File: src/rtl/dse_pkg.sv
// Shared types, constants and event tables of the debounced sensor edge event block.
package dse_pkg;

  localparam int TIMER_BITS = 10;
  localparam int WIN_W      = 10;
  localparam int CMP_W      = (TIMER_BITS > WIN_W) ? TIMER_BITS : WIN_W;
  localparam int NUM_EVENTS = 12;
  localparam int IDX_W      = 4;
  localparam int SENSOR_W   = 16;
  localparam int ACTION_W   = 2;
  localparam int CFG_IDX_W  = 2;
  localparam int ESTOP_POS  = 15;

  typedef logic [TIMER_BITS-1:0] cnt_t;
  typedef logic [WIN_W-1:0]      win_t;
  typedef logic [CMP_W-1:0]      cmp_t;
  typedef logic [IDX_W-1:0]      idx_t;

  localparam cnt_t CNT_MAX = {TIMER_BITS{1'b1}};

  localparam logic [ACTION_W-1:0] ACT_SAMPLE = 2'd0;
  localparam logic [ACTION_W-1:0] ACT_TICK   = 2'd1;
  localparam logic [ACTION_W-1:0] ACT_LOAD   = 2'd2;
  localparam logic [ACTION_W-1:0] ACT_CLEAR  = 2'd3;

  localparam logic [CFG_IDX_W-1:0] CFG_GENERAL = 2'd0;
  localparam logic [CFG_IDX_W-1:0] CFG_ESTOP   = 2'd1;
  localparam logic [CFG_IDX_W-1:0] CFG_SWITCH  = 2'd2;

  localparam win_t GENERAL_RST = 10'd40;
  localparam win_t ESTOP_RST   = 10'd750;
  localparam win_t SWITCH_RST  = 10'd100;

  typedef enum logic [1:0] {
    WIN_ZERO,
    WIN_GENERAL,
    WIN_ESTOP,
    WIN_SWITCH
  } win_sel_e;

  // Sensor bit watched by each event, in table order.
  localparam idx_t EV_BIT [NUM_EVENTS] = '{
    4'd12, 4'd13, 4'd14, 4'd15, 4'd0, 4'd1, 4'd3, 4'd6, 4'd7, 4'd2, 4'd4, 4'd5
  };

  localparam win_sel_e EV_WIN [NUM_EVENTS] = '{
    WIN_GENERAL, WIN_GENERAL, WIN_GENERAL, WIN_ESTOP,
    WIN_GENERAL, WIN_ZERO, WIN_ZERO, WIN_ZERO, WIN_GENERAL,
    WIN_ZERO, WIN_ZERO, WIN_SWITCH
  };

  typedef struct packed {
    logic sample;
    logic tick;
    logic shift;
  } dse_ctrl_t;

  typedef struct packed {
    logic vld;
    idx_t idx;
    logic lvl;
  } dse_link_t;

endpackage

File: src/rtl/dse_intf.sv
// Handshake channel interfaces for sensor items, events and register writes.
interface dse_in_if;
  logic                             valid;
  logic                             ready;
  logic [dse_pkg::ACTION_W-1:0]     action;
  logic [dse_pkg::SENSOR_W-1:0]     sensors;
  modport source (output valid, output action, output sensors, input ready);
  modport sink (input valid, input action, input sensors, output ready);
endinterface

interface dse_out_if;
  logic                         valid;
  logic                         ready;
  logic [dse_pkg::IDX_W-1:0]    event_index;
  logic                         new_level;
  logic                         last;
  modport source (output valid, output event_index, output new_level, output last,
                  input ready);
  modport sink (input valid, input event_index, input new_level, input last,
                output ready);
endinterface

interface dse_cfg_if;
  logic                           valid;
  logic                           ready;
  logic [dse_pkg::CFG_IDX_W-1:0]  index;
  logic [dse_pkg::WIN_W-1:0]      data;
  modport source (output valid, output index, output data, input ready);
  modport sink (input valid, input index, input data, output ready);
endinterface

File: src/rtl/debounced_sensor_edge_events.sv
// Top level of the debounced sensor edge event block.
//
// Items arrive on in_i: a sample, a millisecond tick, a load of the stored
// levels or a clear of the emergency stop bit. Lockout windows are written
// on cfg_i, which is always ready. Events leave on out_o in table order,
// one per transfer, with last set on the final event of a sample.
// A sample is decided in the cycle it is accepted: the counters of fired
// events are zeroed, the stored levels are updated at once if any event
// fires, and the fired events enter a chain of twelve cells that shifts
// one place per cycle toward the output register. in_i is not ready while
// the chain holds events; ticks, loads, clears and samples that fire
// nothing leave it ready. When the receiver stalls, the chain stops
// shifting once its head holds an event, and input stays blocked until the
// last event of the sample sits in the output register. Reset saturates
// all counters, clears the stored levels and empties the chain, and
// restores the default windows.
module debounced_sensor_edge_events (
  input  logic  clk_i,
  input  logic  rst_ni,
  dse_in_if.sink    in_i,
  dse_out_if.source out_o,
  dse_cfg_if.sink   cfg_i
);

  localparam int N = dse_pkg::NUM_EVENTS;

  dse_pkg::win_t      general_q, estop_q, switch_q;
  logic [dse_pkg::SENSOR_W-1:0] stored_q;
  dse_pkg::dse_ctrl_t ctrl;
  dse_pkg::dse_link_t link [N+1];
  logic [N:0]         any;
  logic [N-1:0]       fire;
  dse_pkg::win_t      win [N];
  logic [dse_pkg::SENSOR_W-1:0] chg;
  logic               in_acc, busy, out_free;
  logic               out_vld_q;
  dse_pkg::idx_t      out_idx_q;
  logic               out_lvl_q, out_last_q;

  assign in_acc   = in_i.valid && in_i.ready;
  assign busy     = any[0];
  assign in_i.ready = !busy;
  assign out_free = !out_vld_q || out_o.ready;
  assign chg      = in_i.sensors ^ stored_q;

  assign ctrl.sample = in_acc && (in_i.action == dse_pkg::ACT_SAMPLE);
  assign ctrl.tick   = in_acc && (in_i.action == dse_pkg::ACT_TICK);
  assign ctrl.shift  = busy && (!link[0].vld || out_free);

  assign link[N] = '0;
  assign any[N]  = 1'b0;

  always_comb begin
    for (int i = 0; i < N; i++) begin
      unique case (dse_pkg::EV_WIN[i])
        dse_pkg::WIN_GENERAL: win[i] = general_q;
        dse_pkg::WIN_ESTOP:   win[i] = estop_q;
        dse_pkg::WIN_SWITCH:  win[i] = switch_q;
        default:              win[i] = '0;
      endcase
    end
  end

  for (genvar g = 0; g < N; g++) begin : g_cell
    dse_cell u_cell (
      .clk_i  (clk_i),
      .rst_ni (rst_ni),
      .ctrl_i (ctrl),
      .idx_i  (dse_pkg::idx_t'(g)),
      .chg_i  (chg[dse_pkg::EV_BIT[g]]),
      .lvl_i  (in_i.sensors[dse_pkg::EV_BIT[g]]),
      .win_i  (win[g]),
      .link_i (link[g+1]),
      .any_i  (any[g+1]),
      .link_o (link[g]),
      .any_o  (any[g]),
      .fire_o (fire[g])
    );
  end

  always_ff @(posedge clk_i or negedge rst_ni) begin
    if (!rst_ni) begin
      general_q <= dse_pkg::GENERAL_RST;
      estop_q   <= dse_pkg::ESTOP_RST;
      switch_q  <= dse_pkg::SWITCH_RST;
    end else if (cfg_i.valid && cfg_i.ready) begin
      unique case (cfg_i.index)
        dse_pkg::CFG_GENERAL: general_q <= cfg_i.data;
        dse_pkg::CFG_ESTOP:   estop_q   <= cfg_i.data;
        dse_pkg::CFG_SWITCH:  switch_q  <= cfg_i.data;
        default: ;
      endcase
    end
  end

  assign cfg_i.ready = 1'b1;

  always_ff @(posedge clk_i or negedge rst_ni) begin
    if (!rst_ni) begin
      stored_q <= '0;
    end else if (in_acc) begin
      unique case (in_i.action)
        dse_pkg::ACT_SAMPLE: if (|fire) stored_q <= in_i.sensors;
        dse_pkg::ACT_LOAD:   stored_q <= in_i.sensors;
        dse_pkg::ACT_CLEAR:  stored_q[dse_pkg::ESTOP_POS] <= 1'b1;
        default: ;
      endcase
    end
  end

  always_ff @(posedge clk_i or negedge rst_ni) begin
    if (!rst_ni) begin
      out_vld_q <= 1'b0;
    end else if (ctrl.shift && link[0].vld) begin
      out_vld_q <= 1'b1;
    end else if (out_o.ready) begin
      out_vld_q <= 1'b0;
    end
  end

  always_ff @(posedge clk_i) begin
    if (ctrl.shift && link[0].vld) begin
      out_idx_q  <= link[0].idx;
      out_lvl_q  <= link[0].lvl;
      out_last_q <= !any[1];
    end
  end

  assign out_o.valid       = out_vld_q;
  assign out_o.event_index = out_idx_q;
  assign out_o.new_level   = out_lvl_q;
  assign out_o.last        = out_last_q;

endmodule

File: src/rtl/dse_cell.sv
// One event cell: lockout counter, firing test and one stage of the event shift chain.
module dse_cell (
  input  logic                clk_i,
  input  logic                rst_ni,
  input  dse_pkg::dse_ctrl_t  ctrl_i,
  input  dse_pkg::idx_t       idx_i,
  input  logic                chg_i,
  input  logic                lvl_i,
  input  dse_pkg::win_t       win_i,
  input  dse_pkg::dse_link_t  link_i,
  input  logic                any_i,
  output dse_pkg::dse_link_t  link_o,
  output logic                any_o,
  output logic                fire_o
);

  dse_pkg::cnt_t      cnt_q, cnt_d;
  dse_pkg::dse_link_t link_q, link_d;
  logic               open_win;

  assign open_win = dse_pkg::cmp_t'(cnt_q) > dse_pkg::cmp_t'(win_i);
  assign fire_o   = ctrl_i.sample && chg_i && open_win;

  always_comb begin
    cnt_d = cnt_q;
    if (fire_o) begin
      cnt_d = '0;
    end else if (ctrl_i.tick && (cnt_q != dse_pkg::CNT_MAX)) begin
      cnt_d = cnt_q + dse_pkg::cnt_t'(1);
    end
  end

  always_comb begin
    link_d = link_q;
    if (ctrl_i.sample) begin
      link_d.vld = fire_o;
      link_d.idx = idx_i;
      link_d.lvl = lvl_i;
    end else if (ctrl_i.shift) begin
      link_d = link_i;
    end
  end

  always_ff @(posedge clk_i or negedge rst_ni) begin
    if (!rst_ni) begin
      cnt_q  <= dse_pkg::CNT_MAX;
      link_q <= '0;
    end else begin
      cnt_q  <= cnt_d;
      link_q <= link_d;
    end
  end

  assign link_o = link_q;
  assign any_o  = link_q.vld || any_i;

endmodule

File: src/flat_wrapper.sv
// flat-port wrapper written by rule: the top's interface ports become plain ports
module debounced_sensor_edge_events_flat 
  (clk_i, rst_ni, in_i_valid, in_i_action, in_i_sensors, in_i_ready, out_o_valid, out_o_event_index, out_o_new_level, out_o_last, out_o_ready, cfg_i_valid, cfg_i_index, cfg_i_data, cfg_i_ready);
  dse_in_if in_i_i ();
  dse_out_if out_o_i ();
  dse_cfg_if cfg_i_i ();
  input  logic clk_i;
  input  logic rst_ni;
  input wire logic [$bits(in_i_i.valid)-1:0] in_i_valid;
  input wire logic [$bits(in_i_i.action)-1:0] in_i_action;
  input wire logic [$bits(in_i_i.sensors)-1:0] in_i_sensors;
  output wire logic [$bits(in_i_i.ready)-1:0] in_i_ready;
  output wire logic [$bits(out_o_i.valid)-1:0] out_o_valid;
  output wire logic [$bits(out_o_i.event_index)-1:0] out_o_event_index;
  output wire logic [$bits(out_o_i.new_level)-1:0] out_o_new_level;
  output wire logic [$bits(out_o_i.last)-1:0] out_o_last;
  input wire logic [$bits(out_o_i.ready)-1:0] out_o_ready;
  input wire logic [$bits(cfg_i_i.valid)-1:0] cfg_i_valid;
  input wire logic [$bits(cfg_i_i.index)-1:0] cfg_i_index;
  input wire logic [$bits(cfg_i_i.data)-1:0] cfg_i_data;
  output wire logic [$bits(cfg_i_i.ready)-1:0] cfg_i_ready;
  assign in_i_i.valid = in_i_valid;
  assign in_i_i.action = in_i_action;
  assign in_i_i.sensors = in_i_sensors;
  assign in_i_ready = in_i_i.ready;
  assign out_o_valid = out_o_i.valid;
  assign out_o_event_index = out_o_i.event_index;
  assign out_o_new_level = out_o_i.new_level;
  assign out_o_last = out_o_i.last;
  assign out_o_i.ready = out_o_ready;
  assign cfg_i_i.valid = cfg_i_valid;
  assign cfg_i_i.index = cfg_i_index;
  assign cfg_i_i.data = cfg_i_data;
  assign cfg_i_ready = cfg_i_i.ready;
  debounced_sensor_edge_events u_core (.clk_i(clk_i), .rst_ni(rst_ni), .in_i(in_i_i), .out_o(out_o_i), .cfg_i(cfg_i_i));
endmodule
File: config.mk
export PLATFORM = sky130hd
export DESIGN_NAME = debounced_sensor_edge_events_flat
export DESIGN_NICKNAME = d
export VERILOG_FILES = /design/src/rtl/dse_pkg.sv /design/src/rtl/dse_intf.sv /design/src/rtl/debounced_sensor_edge_events.sv /design/src/rtl/dse_cell.sv /design/src/flat_wrapper.sv
export SDC_FILE = /design/constraint.sdc
export NUM_CORES = 1
export LEC_CHECK = 0
export ABC_AREA = 1
export CAP_MARGIN = 20
export CORE_ASPECT_RATIO = 0.9
export CORE_MARGIN = 5
export CORE_UTILIZATION = 41
export CTS_BUF_LIST = sky130_fd_sc_hd__clkbuf_8
export CTS_CLUSTER_DIAMETER = 120
export DETAILED_ROUTE_END_ITERATION = 16
export DONT_BUFFER_PORTS = 1
export GPL_ROUTABILITY_DRIVEN = 0
export PLACE_DENSITY_LB_ADDON = 0.15
export SLEW_MARGIN = 20
export SYNTH_ARGS = -nofsm -noshare
export SYNTH_HDL_FRONTEND = slang
export SYNTH_SLANG_ARGS = --single-unit
File: constraint.sdc
create_clock -name clk_i -period 2.8 [get_ports clk_i]
set_input_delay 0.56 -clock clk_i [delete_from_list [all_inputs] [get_ports clk_i]]
set_output_delay 0.56 -clock clk_i [all_outputs]
set_load 0.02 [all_outputs]
**Yosys cells after proc, flatten, opt, wreduce, memory -nomap -nowiden**

Index checks and enable logic that the tools add are counted.

- Word-level logic and storage cells: 235
- Input port bits: 35
- Bits in registers: 245

- Magnitude comparators: 12
- Reduce and logical (&&, ||, !) cells: 82
- Multiplexer cells: 53
- Eq/ne operators: 18
- Add/subtract/negate cells: 12
- Bitwise logic cells: 1

Operator list:

| operator | count |
|---|---|
| two-way mux 10 bit | 24 |
| two-way mux 6 bit | 24 |
| adder 10 x 1 -> 10 bit, second input constant | 12 |
| != test 10 bit, second input constant | 12 |
| > comparator 10 bit | 7 |
| > comparator 10 x 1 -> 1 bit, second input constant | 5 |
| logical AND 1 bit | 41 |
| one-hot mux 15 bit (2 select lines) | 1 |
| nonzero test 2 bit | 15 |
| two-way mux 16 bit | 1 |
| bitwise XOR 16 bit | 1 |
| logical OR 1 bit | 13 |
| OR reduction 12 bit | 1 |
| equality test 2 bit, second input constant | 3 |
| AND reduction 2 bit | 3 |
| AND reduction 3 bit | 2 |
| equality test 2 x 1 -> 1 bit, second input constant | 2 |
| logical NOT 1 bit | 4 |
| logical NOT 2 bit | 2 |
| one-hot mux 1 bit (3 select lines) | 1 |
| nonzero test 3 bit | 1 |
| two-way mux 1 bit | 2 |
| != test 2 bit, second input constant | 1 |

**Longest topological paths before layout**

- Depth after elaboration: 19
- Gate-level depth with buffers: 17
- Depth with buffers taken out: 17

**Cells and area by module**

From an unflattened synthesis, not the netlist that was laid out.

- Cell total of the unflattened synthesis: 2329
- Area, all modules: 16619.7 sq um

Modules (own cells, without submodules):

| module | cells an instance | area each (sq um) | instances |
|---|---|---|---|
| dse_cell | 176 | 1211.2 | 12 |
| debounced_sensor_edge_events | 217 | 2085.8 | 1 |

**Worst setup path after synthesis**

OpenSTA, ideal clock, no wires.

- Path kind: register -> register
- Start: register u_core.general_q[5]
- End: register u_core.stored_q[1] (netlist name)
- Buffers on the path: 1
- Arrival time: 2057 ps
- Clock period less this slack: 2174 ps
- Library setup time: 117 ps
- Cell stages (with the launch flop): 17
- Setup slack: 626 ps
- Cells stage by stage: dfstp_2 -> inv_1 -> ha_1 -> nand2_1 -> nor2_1 -> nand2_1 -> o21ai_0 -> nor2_1 -> nor2_1 -> nand2_1 -> nand3_1 -> nor2_1 -> nand3_1 -> nand2_1 -> buf_2 -> nand2_1 -> nand2_1

- Longest elaborated chain between the ends: 5
- Elaborated cells on any way between the ends: 13
- Those cells by class: 5 x order compare; 1 x eq/ne; 7 x reduce/logical

RTL lines:

| element | line | source |
|---|---|---|
| start, declared | debounced_sensor_edge_events.sv:27 | `dse_pkg::win_t general_q, estop_q, switch_q;` |
| start signal, assigned | debounced_sensor_edge_events.sv:83 | `general_q <= dse_pkg::GENERAL_RST;` |
| start signal, assigned | debounced_sensor_edge_events.sv:88 | `dse_pkg::CFG_GENERAL: general_q <= cfg_i.data;` |
| > comparator 10 bit | dse_cell.sv:21 | `assign open_win = dse_pkg::cmp_t'(cnt_q) > dse_pkg::cmp_t'(win_i);` |
| logical AND 1 bit | dse_cell.sv:22 | `assign fire_o = ctrl_i.sample && chg_i && open_win;` |
| OR reduction 12 bit (*) | debounced_sensor_edge_events.sv:103 | `dse_pkg::ACT_SAMPLE: if (\|fire) stored_q <= in_i.sensors;` |
| != test 2 bit (no line) (*) | - |  |
| AND reduction 3 bit (no line) (*) | - |  |
| end signal, assigned | debounced_sensor_edge_events.sv:103 |  |
| end signal, assigned | debounced_sensor_edge_events.sv:104 | `dse_pkg::ACT_LOAD: stored_q <= in_i.sensors;` |
| end, declared | debounced_sensor_edge_events.sv:28 | `logic [dse_pkg::SENSOR_W-1:0] stored_q;` |

Every way passes the cells marked *; elsewhere a longest branch is shown, timed or not.
A chain may end at the register's enable or synchronous reset.

**Worst setup path after layout**

- Start: register u_core.g_cell[8].u_cell.link_q, in the netlist u_core.g_cell[8].u_cell.link_o[5]
- End: register u_core.stored_q[5] (netlist name)

- Longest elaborated chain between the ends: 17
- Elaborated cells on any way between the ends: 39
- Those cells by class: 1 x eq/ne; 38 x reduce/logical

RTL lines:

| element | line | source |
|---|---|---|
| start, declared | dse_cell.sv:18 | `dse_pkg::dse_link_t link_q, link_d;` |
| start signal, assigned | dse_cell.sv:50 | `link_q <= link_d;` |
| logical OR 1 bit (*) (9 in series) | dse_cell.sv:55 | `assign any_o = link_q.vld \|\| any_i;` |
| logical NOT 1 bit (*) | debounced_sensor_edge_events.sv:42 | `assign in_i.ready = !busy;` |
| logical AND 1 bit (*) | debounced_sensor_edge_events.sv:40 | `assign in_acc = in_i.valid && in_i.ready;` |
| logical AND 1 bit | debounced_sensor_edge_events.sv:46 | `assign ctrl.sample = in_acc && (in_i.action == dse_pkg::ACT_SAMPLE);` |
| logical AND 1 bit (2 in series) | dse_cell.sv:22 |  |
| OR reduction 12 bit | debounced_sensor_edge_events.sv:103 |  |
| != test 2 bit (no line) | - |  |
| AND reduction 3 bit (no line) (*) | - |  |

Marks and branches as above.

==> results_dict.tcl <==
set metrics [dict create \
    sw_frac_of_total 0.3589 \
    ff_latch_area_um2 5851 \
    pwr_density_cell_nw_per_um2 806.4 \
    clockBufferDepth 3 \
    crit_path_max_fanout 14 \
    nets 1800 \
    rr_startpoint "u_core.g_cell[8].u_cell.link_o[5]" \
    min_period_ps 2579 \
    wl_mm 30.67 \
    syn_nets 1760 \
    rsz0062_at_grt "yes" \
    clkPwrFrac 0.274 \
    vdd_drop_max_mv 0.4954 \
    area_delta_synth_final_pct 11.31 \
    finish.utilization 0.4652 \
    clk_pin_slew_ps 60 \
    avgViaCountPerCell 4.982 \
    comb_power_share 0.280 \
    first_pass_iters 5 \
    io_buffers 0 \
    synth_ff_type "dfstp_2" \
    hold_violations 125 \
    required_ps 3230 \
    synth-seq-cells 226 \
    fin_setup_tns_ps 0 \
    grt_pass1_vias 10240 \
    maxSlewViolCount 0 \
    worst_path_most_repeated_cell "nand2_1" \
    p_leak_nw 7.317 \
    critPathCaptureType "register" \
    crit_type "register to register" \
    multi_input_area_um2 5932 \
    grt_max_degree 221 \
    crit_chain "nor2_1 > nand2_1 > nor2_4 > nand4_4 > nor2_4 > buf_12 > nand2_1 > nand3_1 > nor2_1 > nand3_1 > nand2_1 > buf_4 > nand2_1 > o21ai_0" \
    die_area_um2 35330 \
    std_cell_rows 61 \
    cp-start-kind "register" \
    grt_first_pass_wirelength_mm 51.68 \
    yosysWarnings 0 \
    ys_types 51 \
    clock-root-buffer "clkbuf_8" \
    worst_hold_path_type "input port to async pin" \
    max_freq_mhz 387.7 \
    wl_per_cell_um 14.48 \
    drtAntennaViolNets 0 \
    seq_power_share 0.446 \
    first_iter_violations 492 \
    fillers 3080 \
    setup_viol 0 \
    status "complete, but fails checks" \
    grt_antenna_before_repair 0 \
    overflow 0 \
    die_x_um 197.6 \
    die_h_um 178.8 \
    antenna_cells 0 \
    grt.total_usage 0.1787 \
    ctsHtreeMaxLevel 2 \
    worst_pin_slew_ps 665.8 \
    synthCells 1638 \
    clock_skew_ps 24.39 \
    hpwl_mm 21.79 \
    remaining_drc_errors 0 \
    cp_slowest_cell "dfrtp_1" \
    num_vias 10551 \
    switchingPower_mw 4.183 \
    synth_edf_count 6 \
    intPower_mw 7.471 \
    violations "hold timing" \
    clk_latency_ps 550 \
    cts_buffers 40 \
    timing.hold.ws_ps -278.8 \
    cpPeakStageDelay_ps 400 \
    min_period_over_period 0.9212 \
    yosysSeqAreaShare 0.4507 \
    ios 44 \
    final_layout_size_suffix_gt1_frac 0.1422 \
    async_flop_share 0.9735 \
    numClockSinks 226 \
    cts_tree "yes" \
    crit_arrival_ps 3010 \
    start_util 0.4179 \
    coreArea_um2 31060 \
    crit_start "u_core.g_cell[8].u_cell.link_o[5]" \
    slew_headroom 0.5503 \
    syn_avg_cell_area_um2 7.926 \
    maxCapViolCount 0 \
    syn_area_um2 12980 \
]
## per-stage QoR
step	cell area [um^2]	worst slack [ps]	cells	power, mW
after floorplan	12980	626.5	1638	7.573
after global placement	13600	248.3	2045	8.395
after detailed placement	13600	201.8	2045	8.492
after CTS	14440	186.4	2118	11.80
after global routing	14450	-45.69	2118	12.67
final	14450	220.6	2118	11.65
## sequential cells by signal, summed over array words and instances, names as in the netlist
| signal | cells |
|---|---|
| u_core.g_cell.u_cell.link_o | 57 |
| u_core.stored_q | 12 |
| u_core.out_o.last | 1 |
| u_core.switch_q | 10 |
| u_core.out_o.new_level | 1 |
| u_core.general_q | 10 |
| u_core.out_o.valid | 1 |
| u_core.estop_q | 10 |
| u_core.out_o.event_index | 4 |
| u_core.g_cell.u_cell.cnt_q | 120 |
## power by group through the flow
stage | Sequential [mW] | Clock (mW) | Combinational, mW
after floorplan | 5.01 | 0 | 2.56
after global placement | 5.22 | 0 | 3.17
after detailed placement | 5.23 | 0 | 3.27
after CTS | 5.19 | 3.32 | 3.29
after global routing | 5.32 | 3.49 | 3.86
final | 5.19 | 3.20 | 3.27
## timing repair
| action | in CTS | in global routing |
|---|---|---|
| resized for setup | 0 | 5 |
| endpoints found under the setup margin | 0 | 13 |
| endpoints found under the hold margin | 220 | 220 |
| setup buffers | 0 | 0 |
## cells in the mapped netlist, types with 3 or more instances
cell type | n | share of area
inv_2 | 3 | 0.00087
xor2_1 | 20 | 0.013
nand3_1 | 94 | 0.036
o21ai_0 | 157 | 0.061
clkbuf_1 | 20 | 0.0058
edfxtp_1 | 6 | 0.014
nor2_4 | 3 | 0.0026
nand3b_1 | 3 | 0.0017
nor2_1 | 136 | 0.039
nor4_1 | 11 | 0.0053
a211oi_1 | 9 | 0.0052
o21a_1 | 4 | 0.0023
inv_1 | 288 | 0.083
nand2_1 | 319 | 0.092
nor3_1 | 48 | 0.019
o21ai_1 | 3 | 0.0012
xnor2_1 | 3 | 0.0020
o22ai_1 | 13 | 0.0063
nand4_1 | 26 | 0.013
nor3b_1 | 4 | 0.0023
dfrtp_1 | 88 | 0.17
o21bai_1 | 4 | 0.0023
and3_1 | 3 | 0.0014
dfstp_2 | 132 | 0.27
ha_1 | 87 | 0.084
o211ai_1 | 3 | 0.0017
a21boi_0 | 5 | 0.0029
nand2_2 | 8 | 0.0039
a21oi_1 | 108 | 0.042
## cell type report
class,count,share of cell area
clock buffers,46,0.04381
clock inverters,27,0.01394
inverters,291,0.07558
multi-input cells,1095,0.4105
flip-flops and latches,226,0.4048
well taps,409,0.03541
repair buffers,24,0.01593
## metal layers
metal  global-route usage  share of wire
met5                    0              0
met4              0.04905          0.021
met3              0.03589          0.042
met2               0.2723           0.43
met1               0.2601           0.51
## final timing paths
kind	end	slack [ps]	depth (start not counted)
min reg2reg	u_core.out_o.event_index[2]	450	0
min	u_core.g_cell[6].u_cell.link_o[3]	-280	0
max	u_core.stored_q[5]	220	14
max reg2reg	u_core.stored_q[5]	220	14
min in group clk_i	u_core.stored_q[3]	150	2
max in group asynchronous	u_core.general_q[3]	2740	0
## placed cells by master, fill, tap and decap left out, types with 4 or more instances in the layout
cell type / synthesis / routed
clkbuf_8: 0 / 46
edfxtp_1: 6 / 6
nand4_1: 26 / 26
o22ai_1: 13 / 13
a21oi_1: 108 / 108
ha_1: 87 / 87
o21ai_0: 157 / 157
nor3b_1: 4 / 4
nor2_2: 2 / 4
a21boi_0: 5 / 5
o21bai_1: 4 / 4
dfrtp_1: 88 / 88
clkinv_2: 0 / 8
inv_1: 288 / 300
xor2_1: 20 / 20
a211oi_1: 9 / 9
nor3_1: 48 / 47
o21a_1: 4 / 4
nor2_1: 136 / 134
dfstp_2: 132 / 132
buf_12: 0 / 4
nand2_1: 319 / 317
nand3_1: 94 / 94
nor4_1: 11 / 11
buf_4: 2 / 20
nand2_2: 8 / 10
## logic make-up after synthesis
family,Yosys count,share of synthesized area
adders and majority gates,87,0.08385
buffers and inverters,317,0.09358
AOI/OAI and AO/OA,320,0.1335
DFF,226,0.4507
and+or+nand+nor,664,0.2226
xor gates and xnor gates,23,0.01552
other,1,0.0002889
## critical path: cells and delay by family (launching register included)
kind / cells / cell delay [ps]
AO/OA/AOI/OAI: 1 / 70
buffers and inverters: 2 / 390
flip-flops: 1 / 400
AND/OR/NAND/NOR: 11 / 1570
(Power assumes the default switching activity.)
